--- config.mk ---
export PLATFORM = sky130hd
export DESIGN_NAME = diag_page_counter_parser
export DESIGN_NICKNAME = d
export VERILOG_FILES = /design/src/hw/rtl/dpcp_pkg.sv /design/src/hw/rtl/dpcp_front.sv /design/src/hw/rtl/dpcp_fifo.sv /design/src/hw/rtl/dpcp_back.sv /design/src/hw/rtl/diag_page_counter_parser.sv
export SDC_FILE = /design/constraint.sdc
export NUM_CORES = 1
export LEC_CHECK = 0
export BUFFER_PORTS_ARGS = -buffer_cell sky130_fd_sc_hd__buf_2
export CORE_UTILIZATION = 64
export CTS_BUF_LIST = sky130_fd_sc_hd__clkbuf_8
export DETAILED_ROUTE_END_ITERATION = 8
export HOLD_SLACK_MARGIN = 0.08
export PLACE_DENSITY_LB_ADDON = 0.25
export SETUP_SLACK_MARGIN = 0.1
export SYNTH_ARGS = -nofsm -noshare
export SYNTH_HDL_FRONTEND = slang
export SYNTH_SLANG_ARGS = --single-unit
--- constraint.sdc ---
create_clock -name i_clk -period 5.85 [get_ports i_clk]
set_clock_uncertainty 0.1 [all_clocks]
set_input_delay 1.4625 -clock i_clk [delete_from_list [all_inputs] [get_ports i_clk]]
set_output_delay 1.4625 -clock i_clk [all_outputs]
set_load 0.05 [all_outputs]
--- src/hw/rtl/dpcp_pkg.sv ---
// ----------------------------------------------------------------------------
// dpcp_pkg
// Shared types and constants for the diagnostic page counter parser: byte
// positions of the page header, byte classes, status codes and queue item.
// ----------------------------------------------------------------------------
package dpcp_pkg;

    localparam int POS_W = 17;
    localparam logic [POS_W-1:0] POS_MAX = '1;

    // Header byte positions
    localparam logic [POS_W-1:0] POS_PAGE_CODE = 17'd0;
    localparam logic [POS_W-1:0] POS_LEN_HI    = 17'd2;
    localparam logic [POS_W-1:0] POS_LEN_LO    = 17'd3;
    localparam logic [POS_W-1:0] POS_FC_HI     = 17'd16;
    localparam logic [POS_W-1:0] POS_FC_LO     = 17'd17;
    localparam logic [POS_W-1:0] POS_FID_HI    = 17'd18;
    localparam logic [POS_W-1:0] POS_FID_LO    = 17'd19;
    localparam logic [POS_W-1:0] POS_PC_HI     = 17'd23;
    localparam logic [POS_W-1:0] POS_PC_LO     = 17'd24;
    localparam logic [POS_W-1:0] POS_FIRST_REC = 17'd26;

    localparam logic [15:0] HDR_BYTES_AFTER_LEN = 16'd22;
    localparam logic [16:0] LEN_OVERHEAD        = 17'd4;
    localparam logic [15:0] MAX_COUNTER_ID      = 16'd5;
    localparam logic [7:0]  EXP_PAGE_RESET      = 8'h82;

    localparam int FIFO_DEPTH = 4;
    localparam int FIFO_AW    = $clog2(FIFO_DEPTH);
    localparam int FIFO_CW    = $clog2(FIFO_DEPTH + 1);

    typedef enum logic [3:0] {
        K_SKIP,
        K_PAGE,
        K_LEN_HI,
        K_LEN_LO,
        K_FC_HI,
        K_FC_LO,
        K_FID,
        K_PC_HI,
        K_PC_LO,
        K_REC
    } t_kind;

    typedef enum logic [2:0] {
        ST_OK       = 3'd0,
        ST_LENGTH   = 3'd1,
        ST_PAGE     = 3'd2,
        ST_FCOUNT   = 3'd3,
        ST_FID      = 3'd4,
        ST_RESIDUAL = 3'd5
    } t_status;

    // One classified byte on its way from the front to the back
    typedef struct packed {
        t_kind            kind;
        logic [7:0]       data;
        logic             last;
        logic             short_page;  // page ended before the feature count completed
        logic [POS_W-1:0] count;       // saturated byte count including this byte
    } t_item;

    typedef struct packed {
        logic  push;
        t_item item;
    } t_push;

    typedef struct packed {
        logic  valid;
        t_item item;
    } t_head;

endpackage

--- src/hw/rtl/dpcp_front.sv ---
// ----------------------------------------------------------------------------
// dpcp_front
// Byte position tracker: accepts page bytes, classifies each by position and
// pushes it into the queue.
// ----------------------------------------------------------------------------
module dpcp_front import dpcp_pkg::*; (
    input  logic       i_clk,
    input  logic       i_rst_n,
    input  logic       i_in_valid,
    input  logic [7:0] i_data_byte,
    input  logic       i_last_byte,
    input  logic       i_full,
    output t_push      o_push
);

    logic [POS_W-1:0] r_pos;
    logic [POS_W-1:0] n_pos;
    logic [POS_W-1:0] cnt;
    logic             accept;
    t_kind            kind;

    assign accept = i_in_valid && !i_full;
    assign cnt    = (r_pos == POS_MAX) ? r_pos : r_pos + 17'd1;

    always_comb begin
        unique case (r_pos)
            POS_PAGE_CODE:          kind = K_PAGE;
            POS_LEN_HI:             kind = K_LEN_HI;
            POS_LEN_LO:             kind = K_LEN_LO;
            POS_FC_HI:              kind = K_FC_HI;
            POS_FC_LO:              kind = K_FC_LO;
            POS_FID_HI, POS_FID_LO: kind = K_FID;
            POS_PC_HI:              kind = K_PC_HI;
            POS_PC_LO:              kind = K_PC_LO;
            default:                kind = (r_pos >= POS_FIRST_REC) ? K_REC : K_SKIP;
        endcase
    end

    always_comb begin
        n_pos = r_pos;
        if (accept) begin
            n_pos = i_last_byte ? '0 : cnt;
        end
    end

    always_ff @(posedge i_clk) begin
        if (!i_rst_n) begin
            r_pos <= '0;
        end else begin
            r_pos <= n_pos;
        end
    end

    assign o_push.push            = accept;
    assign o_push.item.kind       = kind;
    assign o_push.item.data       = i_data_byte;
    assign o_push.item.last       = i_last_byte;
    assign o_push.item.short_page = (r_pos < POS_FC_LO);
    assign o_push.item.count      = cnt;

endmodule

--- src/hw/rtl/dpcp_fifo.sv ---
// ----------------------------------------------------------------------------
// dpcp_fifo
// Short queue of classified bytes between the front and the back.
// ----------------------------------------------------------------------------
module dpcp_fifo import dpcp_pkg::*; (
    input  logic  i_clk,
    input  logic  i_rst_n,
    input  t_push i_push,
    input  logic  i_pop,
    output logic  o_full,
    output t_head o_head
);

    t_item              r_mem [FIFO_DEPTH];
    logic [FIFO_AW-1:0] r_wr_ptr;
    logic [FIFO_AW-1:0] r_rd_ptr;
    logic [FIFO_CW-1:0] r_count;
    logic               do_push;
    logic               do_pop;

    assign o_full       = (r_count == FIFO_CW'(FIFO_DEPTH));
    assign o_head.valid = (r_count != '0);
    assign o_head.item  = r_mem[r_rd_ptr];
    assign do_push      = i_push.push && !o_full;
    assign do_pop       = i_pop && o_head.valid;

    always_ff @(posedge i_clk) begin
        if (do_push) begin
            r_mem[r_wr_ptr] <= i_push.item;
        end
    end

    always_ff @(posedge i_clk) begin
        if (!i_rst_n) begin
            r_wr_ptr <= '0;
            r_rd_ptr <= '0;
            r_count  <= '0;
        end else begin
            if (do_push) begin
                r_wr_ptr <= r_wr_ptr + FIFO_AW'(1);
            end
            if (do_pop) begin
                r_rd_ptr <= r_rd_ptr + FIFO_AW'(1);
            end
            if (do_push && !do_pop) begin
                r_count <= r_count + FIFO_CW'(1);
            end else if (do_pop && !do_push) begin
                r_count <= r_count - FIFO_CW'(1);
            end
        end
    end

    a_count_range: assert property (@(posedge i_clk) disable iff (!i_rst_n)
        r_count <= FIFO_CW'(FIFO_DEPTH))
        else $error("queue count beyond depth");

    a_ptr_gap: assert property (@(posedge i_clk) disable iff (!i_rst_n)
        (r_count != FIFO_CW'(FIFO_DEPTH) && r_count != '0) |->
            (r_wr_ptr - r_rd_ptr) == r_count[FIFO_AW-1:0])
        else $error("queue pointers disagree with count");

    a_pop_moves: assert property (@(posedge i_clk) disable iff (!i_rst_n)
        (do_pop && !do_push) |=> r_count == $past(r_count) - FIFO_CW'(1))
        else $error("pop did not drain the queue");

endmodule

--- src/hw/rtl/dpcp_back.sv ---
// ----------------------------------------------------------------------------
// dpcp_back
// Field assembly and page checks: applies each classified byte, builds the
// counter records, and registers one result per completed recognized counter
// record or page end.
module dpcp_back import dpcp_pkg::*; (
    input  logic        i_clk,
    input  logic        i_rst_n,
    input  logic        i_cfg_valid,
    output logic        o_cfg_ready,
    input  logic [7:0]  i_cfg_data,
    input  t_head       i_head,
    output logic        o_pop,
    output logic        o_out_valid,
    input  logic        i_out_stall,
    output logic        o_update_valid,
    output logic [3:0]  o_target,
    output logic [31:0] o_value,
    output logic        o_done_res,
    output logic [2:0]  o_status
);

    logic [7:0]  r_expected;
    logic [15:0] r_length,   n_length;
    logic [7:0]  r_page,     n_page;
    logic [15:0] r_params,   n_params;
    logic [2:0]  r_rec_idx,  n_rec_idx;
    logic [15:0] r_param_id, n_param_id;
    logic [15:0] r_port,     n_port;
    logic [31:0] r_value,    n_value;
    logic [15:0] r_residual, n_residual;
    t_status     r_first_err, n_first_err;

    logic        r_out_valid;
    logic        r_out_upd;
    logic [3:0]  r_out_target;
    logic [31:0] r_out_value;
    logic        r_out_done;
    logic [2:0]  r_out_status;

    logic        ready;
    logic        last;
    logic        upd;
    logic [3:0]  tgt;
    logic [31:0] val;
    t_status     st;
    t_status     err_code;
    t_item       it;

    assign it          = i_head.item;
    assign ready       = !r_out_valid || !i_out_stall;
    assign o_pop       = i_head.valid && ready;
    assign o_cfg_ready = 1'b1;

    always_comb begin
        n_length    = r_length;
        n_page      = r_page;
        n_params    = r_params;
        n_rec_idx   = r_rec_idx;
        n_param_id  = r_param_id;
        n_port      = r_port;
        n_value     = r_value;
        n_residual  = r_residual;
        n_first_err = r_first_err;
        err_code    = ST_OK;
        upd         = 1'b0;
        tgt         = 4'd0;
        val         = 32'd0;
        st          = ST_OK;
        last        = o_pop && it.last;

        if (o_pop) begin
            unique case (it.kind)
                K_PAGE:   n_page = it.data;
                K_LEN_HI: n_length = {it.data, 8'h00};
                K_LEN_LO: begin
                    n_length   = r_length | {8'h00, it.data};
                    n_residual = n_length - HDR_BYTES_AFTER_LEN;
                end
                K_FC_HI:  if (it.data != 8'd0) err_code = ST_FCOUNT;
                K_FC_LO:  if (it.data != 8'd1) err_code = ST_FCOUNT;
                K_FID:    if (it.data != 8'd0) err_code = ST_FID;
                K_PC_HI: begin
                    n_params   = {it.data, 8'h00};
                    n_residual = r_residual - {it.data[4:0], 11'd0};
                end
                K_PC_LO: begin
                    n_params   = r_params | {8'h00, it.data};
                    n_residual = r_residual - {5'd0, it.data, 3'd0};
                end
                K_REC: begin
                    if (r_params != 16'd0) begin
                        unique case (r_rec_idx)
                            3'd0:    n_param_id = {it.data, 8'h00};
                            3'd1:    n_param_id = r_param_id | {8'h00, it.data};
                            3'd2:    n_port = {it.data, 8'h00};
                            3'd3:    n_port = r_port | {8'h00, it.data};
                            3'd4:    n_value = {24'd0, it.data};
                            default: n_value = {r_value[23:0], it.data};
                        endcase
                        if (r_rec_idx == 3'd7) begin
                            // report only known counters of a page that looks right so far
                            if (r_page == r_expected && r_first_err == ST_OK) begin
                                if (r_param_id == 16'd0 && r_port == 16'd0) begin
                                    upd = 1'b1;
                                end else if (r_param_id != 16'd0 &&
                                             r_param_id <= MAX_COUNTER_ID &&
                                             r_port <= 16'd1) begin
                                    upd = 1'b1;
                                    tgt = {r_param_id[2:0], 1'b0} - 4'd1 + {3'd0, r_port[0]};
                                end
                            end
                            if (upd) begin
                                val = n_value;
                            end
                            n_params  = r_params - 16'd1;
                            n_rec_idx = 3'd0;
                        end else begin
                            n_rec_idx = r_rec_idx + 3'd1;
                        end
                    end
                end
                default: ;
            endcase
        end

        if (err_code != ST_OK && r_first_err == ST_OK) begin
            n_first_err = err_code;
        end

        if (last) begin
            if (it.count != ({1'b0, n_length} + LEN_OVERHEAD)) begin
                st = ST_LENGTH;
            end else if (n_page != r_expected) begin
                st = ST_PAGE;
            end else if (it.short_page || n_first_err == ST_FCOUNT) begin
                st = ST_FCOUNT;
            end else if (n_first_err != ST_OK) begin
                st = n_first_err;
            end else if (n_residual != 16'd0) begin
                st = ST_RESIDUAL;
            end
            // clear for the next page
            n_length    = '0;
            n_page      = '0;
            n_params    = '0;
            n_rec_idx   = '0;
            n_param_id  = '0;
            n_port      = '0;
            n_value     = '0;
            n_residual  = '0;
            n_first_err = ST_OK;
        end
    end

    always_ff @(posedge i_clk) begin
        if (!i_rst_n) begin
            r_expected  <= EXP_PAGE_RESET;
            r_length    <= '0;
            r_page      <= '0;
            r_params    <= '0;
            r_rec_idx   <= '0;
            r_param_id  <= '0;
            r_port      <= '0;
            r_value     <= '0;
            r_residual  <= '0;
            r_first_err <= ST_OK;
            r_out_valid <= 1'b0;
        end else begin
            if (i_cfg_valid) begin
                r_expected <= i_cfg_data;
            end
            r_length    <= n_length;
            r_page      <= n_page;
            r_params    <= n_params;
            r_rec_idx   <= n_rec_idx;
            r_param_id  <= n_param_id;
            r_port      <= n_port;
            r_value     <= n_value;
            r_residual  <= n_residual;
            r_first_err <= n_first_err;
            if (ready) begin
                r_out_valid <= upd || last;
            end
        end
    end

    // Hold the payload while the output transaction waits
    always_ff @(posedge i_clk) begin
        if (ready) begin
            r_out_upd    <= upd;
            r_out_target <= tgt;
            r_out_value  <= val;
            r_out_done   <= last;
            r_out_status <= st;
        end
    end

    assign o_out_valid    = r_out_valid;
    assign o_update_valid = r_out_upd;
    assign o_target       = r_out_target;
    assign o_value        = r_out_value;
    assign o_done_res     = r_out_done;
    assign o_status       = r_out_status;

    a_result_has_cause: assert property (@(posedge i_clk) disable iff (!i_rst_n)
        r_out_valid |-> (r_out_upd || r_out_done))
        else $error("result without update or page end");

    a_quiet_fields: assert property (@(posedge i_clk) disable iff (!i_rst_n)
        r_out_valid |-> ((r_out_done || r_out_status == ST_OK) &&
                         (r_out_upd || (r_out_target == 4'd0 && r_out_value == 32'd0))))
        else $error("meaningless result fields not zero");

    a_target_range: assert property (@(posedge i_clk) disable iff (!i_rst_n)
        (r_out_valid && r_out_upd) |-> r_out_target <= 4'd10)
        else $error("counter target out of range");

    a_rec_idx_needs_params: assert property (@(posedge i_clk) disable iff (!i_rst_n)
        (r_rec_idx != 3'd0) |-> (r_params != 16'd0))
        else $error("record in progress with no records left");

endmodule

--- src/hw/rtl/diag_page_counter_parser.sv ---
// ----------------------------------------------------------------------------
// diag_page_counter_parser
// Receive-diagnostic page parser reporting link counter records and a page
// status.
// ----------------------------------------------------------------------------
// Takes one page byte per cycle while the queue is not full. A front
// stage tracks the byte position and classifies each byte; a 4-entry queue
// feeds a back stage that assembles header fields and 8-byte records and
// registers one result per completed recognized counter record or per last
// byte. An accepted byte is written into the queue; the back stage pops it
// and registers its result. The queue absorbs output stalls, and the
// input stalls only when the queue is full. Counter updates are provisional:
// the page status on the last byte's result says whether the length check
// passed. The page code register (reset 0x82) may be written only while idle.
module diag_page_counter_parser import dpcp_pkg::*; (
    input  logic        i_clk,
    input  logic        i_rst_n,
    input  logic        i_cfg_valid,
    output logic        o_cfg_ready,
    input  logic [7:0]  i_cfg_data,
    input  logic        i_in_valid,
    output logic        o_in_stall,
    input  logic [7:0]  i_data_byte,
    input  logic        i_last_byte,
    output logic        o_out_valid,
    input  logic        i_out_stall,
    output logic        o_update_valid,
    output logic [3:0]  o_target,
    output logic [31:0] o_value,
    output logic        o_done_res,
    output logic [2:0]  o_status
);

    t_push push;
    t_head head;
    logic  full;
    logic  pop;

    assign o_in_stall = full;

    dpcp_front u_front (
        .i_clk       (i_clk),
        .i_rst_n     (i_rst_n),
        .i_in_valid  (i_in_valid),
        .i_data_byte (i_data_byte),
        .i_last_byte (i_last_byte),
        .i_full      (full),
        .o_push      (push)
    );

    dpcp_fifo u_fifo (
        .i_clk   (i_clk),
        .i_rst_n (i_rst_n),
        .i_push  (push),
        .i_pop   (pop),
        .o_full  (full),
        .o_head  (head)
    );

    dpcp_back u_back (
        .i_clk          (i_clk),
        .i_rst_n        (i_rst_n),
        .i_cfg_valid    (i_cfg_valid),
        .o_cfg_ready    (o_cfg_ready),
        .i_cfg_data     (i_cfg_data),
        .i_head         (head),
        .o_pop          (pop),
        .o_out_valid    (o_out_valid),
        .i_out_stall    (i_out_stall),
        .o_update_valid (o_update_valid),
        .o_target       (o_target),
        .o_value        (o_value),
        .o_done_res     (o_done_res),
        .o_status       (o_status)
    );

endmodule

Word-level counts from Yosys, hierarchy flattened
Memories as Yosys holds them, arrays and structs flattened. A register that Yosys moved wholly into a read port is not among the register bits.
Index checks and enable logic that the tools add are counted.

word-level totals
  flip-flop bits (word level) = 200
  bits in writable memories = 124
  input bits = 22
  output and inout bits = 44
  logic and storage cells = 175
  memories kept = 1

operators by class
  add/subtract/negate cells = 13
  magnitude comparators = 4
  equal/unequal tests = 31
  mux-type cells = 45
  bitwise operators = 12
  reduce and logical (&&, ||, !) cells = 47

memory list
  name          depth  bits a word  rd ports  clocked after Yosys merged registers in  write ports  line             text
  u_fifo.r_mem  4      31           1         1                                        1            dpcp_fifo.sv:14  t_item r_mem [FIFO_DEPTH];

operators by type and width
  cell                                                                                   number
  17-bit by 5-bit == test with 1-bit output (second input constant)                      6
  16-bit one-hot mux with 2 select lines                                                 3
  16-bit one-hot mux with 3 select lines                                                 2
  16-bit 2-to-1 mux                                                                      4
  16-bit by 8-bit OR with 16-bit output                                                  4
  32-bit one-hot mux with 2 select lines                                                 1
  16-bit nonzero test                                                                    3
  17-bit by 2-bit == test with 1-bit output (second input constant)                      2
  17-bit 2-to-1 mux                                                                      2
  16-bit logical NOT                                                                     2
  4-bit one-hot mux with 8 select lines                                                  1
  3-bit 2-to-1 mux                                                                       8
  16-bit by 3-bit adder with 17-bit output (second input constant)                       1
  17-bit by 1-bit adder with 17-bit output (second input constant)                       1
  17-bit == test (second input constant)                                                 1
  17-bit by 5-bit greater-or-equal comparator with 1-bit output (second input constant)  1
  17-bit logical NOT                                                                     1
  17-bit by 5-bit < comparator with 1-bit output (second input constant)                 1
  17-bit != test                                                                         1
  4-bit by 3-bit == test with 1-bit output (second input constant)                       4
  16-bit by 1-bit less-or-equal comparator with 1-bit output (second input constant)     1
  16-bit by 3-bit less-or-equal comparator with 1-bit output (second input constant)     1
  8-bit 2-to-1 mux                                                                       2
  16-bit by 1-bit subtractor with 16-bit output (second input constant)                  1
  36 further kinds                                                                       98

Longest topological paths before layout
Gate-level depths: netlist of the first run.

  depth in word-level cells = 15
  mapped depth = 17
  depth with buffers taken out = 14

Hierarchy
A second synthesis of the first run with hierarchy kept.

unflattened totals
  cell total of the unflattened synthesis = 1463
  area, all modules = 15837.7 um^2

modules (own cells, without submodules)
  module      times used  cells each  area an instance (um^2)  sequential area each (um^2)
  dpcp_back   1           1054        9384.0                   3933.8
  dpcp_fifo   1           209         4962.3                   3903.7
  dpcp_front  1           200         1491.4                   340.3

Worst setup path before layout of the first run
No wires, ideal clock.

  path kind = input to register
  start point = in i_out_stall
  end point = reg u_back.r_out_status[0], in the netlist u_back.o_status[0], data pin
  library setup time = 0.261 ns
  arrival time = 5.000 ns
  data required time = 5.489 ns
  slack = 0.488 ns
  stages on the path = 15
  path buffers = 2
  cells stage by stage = nand2_1 and2_1 inv_1 nor3_4 buf_2 buf_2 nor2_1 ha_1 o211ai_1 nor2_1 xnor2_1 o2111ai_1 a2111oi_2 and3_1 a21oi_1

on the way
  longest elaborated chain between the ends = 12
  elaborated cells on any way between the ends = 23
  classes of those cells = add/sub: 1; eq/ne: 3; mux: 10; reduce/logical: 9

ends and longest elaborated chain
  element                                                                                           line                            text
  start: declaration                                                                                diag_page_counter_parser.sv:26  input logic i_out_stall,
  1-bit logical NOT *                                                                               dpcp_back.sv:51                 assign ready = !r_out_valid || !i_out_stall;
  1-bit logical OR *                                                                                dpcp_back.sv:51
  1-bit logical AND *                                                                               dpcp_back.sv:52                 assign o_pop = i_head.valid && ready;
  parallel branches: the longest is 9 deep, another holds 16-bit by 3-bit adder with 17-bit output  -
  end signal: assignment                                                                            dpcp_back.sv:195                r_out_status <= st;
  end: declaration                                                                                  dpcp_back.sv:39                 logic [2:0] r_out_status;

Mark *: on every way between the ends.
A chain may end at the register's enable or synchronous reset.

==> results.sh, run 1 <==
export IMPL_drtPass1Iterations=8
export IMPL_worst_pin_slew_ns=1.09
export IMPL_synth_seq_area_share_pct=53.6
export IMPL_dp_hpwl_mm=24.1
export IMPL_cp_num_buf_inv=1
export IMPL_grtUsageMet1_pct=37.2
export IMPL_worstReg2RegEnd="u_back.o_status[0]"
export IMPL_hold_path_depth=2
export IMPL_min_from="u_back.r_residual[2]"
export IMPL_grt_usage_pct=29.8
export IMPL_min_period_ns=4.95
export IMPL_syn_nets=1499
export IMPL_port_buffers=64
export IMPL_top_usage_layer="met2"
export IMPL_clock_sinks=326
export IMPL_fill_cells=1743
export IMPL_worstPathArrival_ns=5.18
export IMPL_critPathTopFamily="simple AND/OR/NAND/NOR gates"
export IMPL_min_period_over_period_pct=84.6
export IMPL_rsz0062_at_grt="false"
export IMPL_start_util_pct=65.2
export IMPL_path_cells="mux4_2, nor2_1, inv_1, ha_1, o32ai_1, nand3_1, nor4_1, xnor2_1, o221ai_1, nor4b_1, nand4b_1, o211ai_1, a21oi_1"
export IMPL_final_core_util_pct=71.7
export IMPL_setup_tns_ns=0
export IMPL_n_antenna_cell=0
export IMPL_seqCellArea_um2=8180
export IMPL_min_path_type="flip-flop to flip-flop"
export IMPL_finalPower_mw=7.22
export IMPL_max_stage_delay_ns=0.82
export IMPL_num_rows=56
export IMPL_finalNetCount=1552
export IMPL_cts_hold_fix_buffers=0
export IMPL_cap_violations=0
export IMPL_drt_iter0_drc=986
export IMPL_met2_usage_pct=50.4
export IMPL_hold_violations=0
export IMPL_ys_warn_count=0
export IMPL_use_met3_pct=4.38
export IMPL_postSynthCellCount=1442
export IMPL_grt_pass1_wl_mm=56.9
export IMPL_ir_drop_uv=293
export IMPL_layout_common_cells="nor2_1, edfxtp_1, dfxtp_1"
export IMPL_h_tree_depth=2
export IMPL_postRouteAntennaNets=0
export IMPL_die_w_um=156
export IMPL_required_ns=6.07
export IMPL_synth_flop_cell="edfxtp_1"
export IMPL_preCtsSetupSlack_ns=0.826
export IMPL_synth_top_area_cell="edfxtp_1"
export IMPL_ys_top_cells_by_area="edfxtp_1, dfxtp_1, nor2_1, mux4_2, a22oi_1"
export IMPL_finalSetupViolations=0
export IMPL_drv_slew=0
export IMPL_multi_input_area_um2=6640
export IMPL_clock_latency_ns=0.59
export IMPL_synth_async_sr_flop_share_pct=0
export IMPL_grt_overflow=0
export IMPL_cts_buffer_depth=3
export IMPL_placed_cells=1761
export IMPL_synth_enable_flop_cells=165
export IMPL_first_global_vias=11200
export IMPL_crit_slowest_cell="mux4_2"
export IMPL_yosysTopAreaCellShare_pct=32.5
export IMPL_cts_made_buffers=51
export IMPL_fin_cells=1855
export IMPL_antenna_found_initial=0
export IMPL_coreArea_um2=23400
export IMPL_synth_cell_types=72
export IMPL_max_slew_margin_pct=27.1
export IMPL_cts_root_buffer="clkbuf_8"
export IMPL_syn_avg_cell_area_um2=10.6
export IMPL_syn2layout_area_growth_pct=9.89
export IMPL_max_freq_mhz=202
export IMPL_netlist_area_um2=15300
export IMPL_hold_path_end="u_back.r_residual[2]"
export IMPL_crit_type="flip-flop to flip-flop"
export IMPL_cts_tree="yes"
export IMPL_vias=11600
export IMPL_place_congestion=0.944
export IMPL_clkTransAtPathRegs_ns=0.06
export IMPL_ctsResizeCount=0
export IMPL_power_density_nw_per_um2=431
export IMPL_synth_seq_cells=326
export IMPL_post_cts_buffers=0
export IMPL_wl_mm=36.1
export IMPL_die_area_um2=24500
export IMPL_final_layout_size_suffix_gt1_share_pct=13.2
export IMPL_viasPerCell=6.25
export IMPL_fp_dieH_um=156
export IMPL_finalWorstSetupSlack_ns=0.898
export IMPL_worst_setup_path_start_kind="flip-flop"
export IMPL_final_common_cell="nor2_1"
export IMPL_status="complete, no violations"
export IMPL_io_pin_count=66
export IMPL_wl_per_cell_um=19.5
export IMPL_crit_path_max_fanout=18
export IMPL_leakagePower_nw=6.21
export IMPL_grt_max_degree=85
export IMPL_ff2ff_path_depth=13
export IMPL_drc=0
export IMPL_worst_setup_path_end_kind="flip-flop"
export IMPL_r2r_setup_slack_ns=0.90
-- logic make-up after synthesis --
| kind of cell | count (synthesis) | share of synthesized area [%] |
|---|---|---|
| AOI/OAI and AO/OA | 327 | 13.9 |
| xor gates and xnor gates | 74 | 4.25 |
| adders and majority gates | 35 | 3.02 |
| buffers and inverters | 117 | 3.02 |
| DFF | 326 | 53.6 |
| muxes | 60 | 6.52 |
| other | 1 | 0.0246 |
| and+or+nand+nor | 502 | 15.7 |
-- cell type report --
type,count,area share (%)
flip-flops and latches,326,48.8
multi-input cells,999,39.6
clock buffers,54,4.43
repair buffers,83,2.76
well taps,319,2.38
clock inverters,40,1.33
inverters,34,0.761
-- synthesized netlist by cell type, drive strengths merged (24+ instances only) --
master / n
nand2: 53
nor2: 245
xor2: 27
clkbuf: 71
o21ai: 47
a22oi: 76
xnor2: 47
nor4: 27
mux4: 31
dfxtp: 161
a21oi: 101
ha: 32
nor3: 42
mux2i: 24
edfxtp: 165
inv: 34
-- worst max path at each step --
stage / startpoint / to / slack [ns] / cells after the start
after global placement: flip-flop / u_back.o_status[2] / 0.91 / 11
after detailed placement: i_out_stall / u_back.o_status[1] / 0.83 / 11
after global routing: flip-flop / u_back.o_status[0] / 0.55 / 13
after floorplan: i_out_stall / u_back.o_status[0] / 0.49 / 15
final: flip-flop / u_back.o_status[0] / 0.90 / 13
after CTS: flip-flop / u_back.o_status[0] / 0.92 / 13
-- metrics by stage --
stage	hold slack [ns]	area, µm²
final	0.360	16800
after floorplan	0.336	15300
after detailed placement	0.351	15800
after global placement	0.344	15800
after CTS	0.360	16800
after global routing	0.397	16800
-- layer usage --
layer  part of all wire [%]  vias up
met2                     49      492
met3                    6.4      114
met1                     41     5554
met4                    4.2        0
met5                      0        -
li1                       -     5441
-- worst min-delay path, stage by stage (launching register included) --
cell and delay (ns):
dfxtp_1 0.31, nand2_1 0.05, a21oi_1 0.05
-- where the power goes --
part	switching (mW)	leakage, nW	total [mW]	internal, mW
registers	0.136	2.98	2.77	2.63
clock network	0.880	0.566	1.82	0.943
logic	1.77	2.66	2.64	0.870
-- flip-flops by register name, indices dropped and copies added (netlist names), 2 cells and up, named ones only --
signal	count
u_fifo.r_wr_ptr	2
u_back.r_params	16
u_back.r_expected	8
u_back.r_value	32
u_back.r_param_id	16
u_front.r_pos	17
u_back.o_value	32
u_back.r_page	8
u_back.o_status	3
u_back.r_first_err	3
u_back.r_length	16
u_fifo.r_rd_ptr	2
u_fifo.r_count	3
u_fifo.r_mem	124
u_back.o_target	4
u_back.r_rec_idx	3
u_back.r_port	16
u_back.r_residual	16
(Power assumes the default switching activity.)
==> run 2: changes to the inputs <==
==> constraint.sdc (replaced) <==
create_clock -name i_clk -period 5 [get_ports i_clk]
set_clock_uncertainty 0.1 [all_clocks]
set_input_delay 1.25 -clock i_clk [delete_from_list [all_inputs] [get_ports i_clk]]
set_output_delay 1.25 -clock i_clk [all_outputs]
set_load 0.05 [all_outputs]
==> results.sh, run 2 (synthesis gave the netlist of run 1 again) <==
export IMPL_clkTransAtPathRegs_ns=0.06
export IMPL_syn2layout_area_growth_pct=11.2
export IMPL_power_switching_mw=3.26
export IMPL_die_area_um2=24500
export IMPL_h_tree_depth=2
export IMPL_viasPerCell=6.25
export IMPL_crit_path_max_fanout=13
export IMPL_finalSetupViolations=0
export IMPL_max_stage_delay_ns=0.67
export IMPL_port_buffers=64
export IMPL_num_rows=56
export IMPL_worst_pin_slew_ns=1.06
export IMPL_cts_root_buffer="clkbuf_8"
export IMPL_first_global_vias=11400
export IMPL_vias=11700
export IMPL_status="complete, no violations"
export IMPL_min_period_ns=4.54
export IMPL_clock_sinks=326
export IMPL_largest_reg_flops=124
export IMPL_min_path_type="flip-flop to flip-flop"
export IMPL_cts_made_buffers=52
export IMPL_cts_buffer_depth=3
export IMPL_power_density_nw_per_um2=511
export IMPL_rsz0062_at_grt="false"
export IMPL_worst_setup_path_end_kind="flip-flop"
export IMPL_p_sw_share_pct=37.6
export IMPL_worstPathArrival_ns=4.76
export IMPL_cap_violations=0
export IMPL_grt_max_degree=78
export IMPL_grt_overflow=0
export IMPL_max_slew_margin_pct=29.5
export IMPL_grt_pass1_wl_mm=58.8
export IMPL_die_w_um=156
export IMPL_wl_per_cell_um=19.6
export IMPL_holdWs_ns=0.369
export IMPL_pwr_share_comb_pct=36.7
export IMPL_drt_iter0_drc=946
export IMPL_path_common_cell="a21oi_1"
export IMPL_dpl_cell_area_um2=15900
export IMPL_final_common_cell="nor2_1"
export IMPL_p_clk_share_pct=25.9
export IMPL_r2r_setup_slack_ns=0.46
export IMPL_drtPass1Iterations=6
export IMPL_regMostFlops="u_fifo.r_mem"
export IMPL_coreArea_um2=23400
export IMPL_crit_type="flip-flop to flip-flop"
export IMPL_min_period_over_period_pct=90.8
export IMPL_finalNetCount=1570
export IMPL_ctsResizeCount=0
export IMPL_layout_common_cells="nor2_1, edfxtp_1, dfxtp_1"
export IMPL_post_cts_buffers=0
export IMPL_final_layout_size_suffix_gt1_share_pct=14.3
export IMPL_hold_violations=0
export IMPL_n_antenna_cell=0
export IMPL_io_pin_count=66
export IMPL_drc=0
export IMPL_antenna_found_initial=0
export IMPL_cts_tree="yes"
export IMPL_grt_usage_pct=30.9
export IMPL_finish_instance_area_um2=17000
export IMPL_drv_slew=0
export IMPL_min_from="u_back.r_residual[2]"
export IMPL_max_freq_mhz=220
export IMPL_wl_mm=36.8
export IMPL_cts_hold_fix_buffers=0
export IMPL_place_congestion=0.934
export IMPL_leakagePower_nw=6.32
export IMPL_finalWorstSetupSlack_ns=0.458
export IMPL_fp_dieH_um=156
export IMPL_setup_tns_ns=0
export IMPL_dp_hpwl_mm=25.1
export IMPL_p_int_mw=5.42
export IMPL_required_ns=5.22
export IMPL_preCtsSetupSlack_ns=0.414
export IMPL_worst_setup_path_start_kind="flip-flop"
export IMPL_start_util_pct=65.2
export IMPL_seqPwrFrac_pct=37.4
export IMPL_postRouteAntennaNets=0
export IMPL_crit_slowest_cell="mux4_2"
export IMPL_clock_latency_ns=0.58
export IMPL_path_cells="mux4_2, inv_1, ha_1, nor2b_1, o31ai_1, nand2b_1, a21oi_1, xnor2_1, a221oi_1, nand3_1, or4_1, o211ai_1, a21oi_1"
export IMPL_ir_drop_uv=288
==> run 2: cell types whose count changed in the layout (fill, tap and decap cells not counted) <==
cell	previous run	this run
inv_1	55	52
clkinv_1	10	8
and2_2	3	0
clkbuf_8	54	60
clkinvlp_4	2	0
and2_1	7	10
bufinv_16	2	3
buf_4	19	36
==> run 2: layer usage <==
| metal | wire (µm) | part of all wire (%) | track usage (%) |
|---|---|---|---|
| met1 | 14700 | 40 | 38.8 |
| met2 | 18100 | 49 | 52.2 |
| met3 | 2510 | 6.8 | 4.98 |
| met4 | 1460 | 4.0 | 14.8 |
| met5 | 0 | 0 | 0 |
==> run 2: cell type report <==
| cell class | count | area, µm² |
|---|---|---|
| multi-input combinational | 999 | 6640 |
| tap | 319 | 399 |
| clock buffer | 60 | 826 |
| timing repair buffer | 100 | 591 |
| sequential | 326 | 8180 |
| inverter | 34 | 128 |
| clock inverter | 34 | 219 |
| fill | 1716 | 6420 |
==> run 2: worst max-delay path, delay by kind of cell, from the launching register on <==
family,cells,cell delay (ns)
xor gates and xnor gates,1,0.09
AOI/OAI and AO/OA,5,1.23
buffers and inverters,1,0.33
adders and majority gates,1,0.35
DFF,1,0.61
muxes,1,0.67
and+or+nand+nor,4,0.91
==> run 2: metrics by stage <==
stage / instances / power [mW] / util [%]
after global routing: 1872 / 9.10 / 72.5
final: 1872 / 8.68 / 72.5
after global placement: 1778 / 6.37 / 68.1
after detailed placement: 1778 / 6.42 / 68.1
after floorplan: 1442 / 5.52 / -
after CTS: 1872 / 8.68 / 72.5
==> run 2: worst paths after layout <==
| kind | end | cells past startpoint |
|---|---|---|
| setup / recovery | u_back.o_status[0] | 13 |
| hold / removal | u_back.r_residual[2] | 2 |
| setup reg to reg | u_back.o_status[0] | 13 |
| hold reg to reg | u_back.r_residual[2] | 2 |
==> run 2: power by group through the flow <==
stage | Combinational, mW | Clock, mW | Sequential (mW)
2_1_floorplan | 2.07 | 0 | 3.45
3_3_place_gp | 3.09 | 0 | 3.28
3_5_place_dp | 3.13 | 0 | 3.30
4_1_cts | 3.15 | 2.29 | 3.24
5_1_grt | 3.43 | 2.40 | 3.27
6_report | 3.19 | 2.25 | 3.25
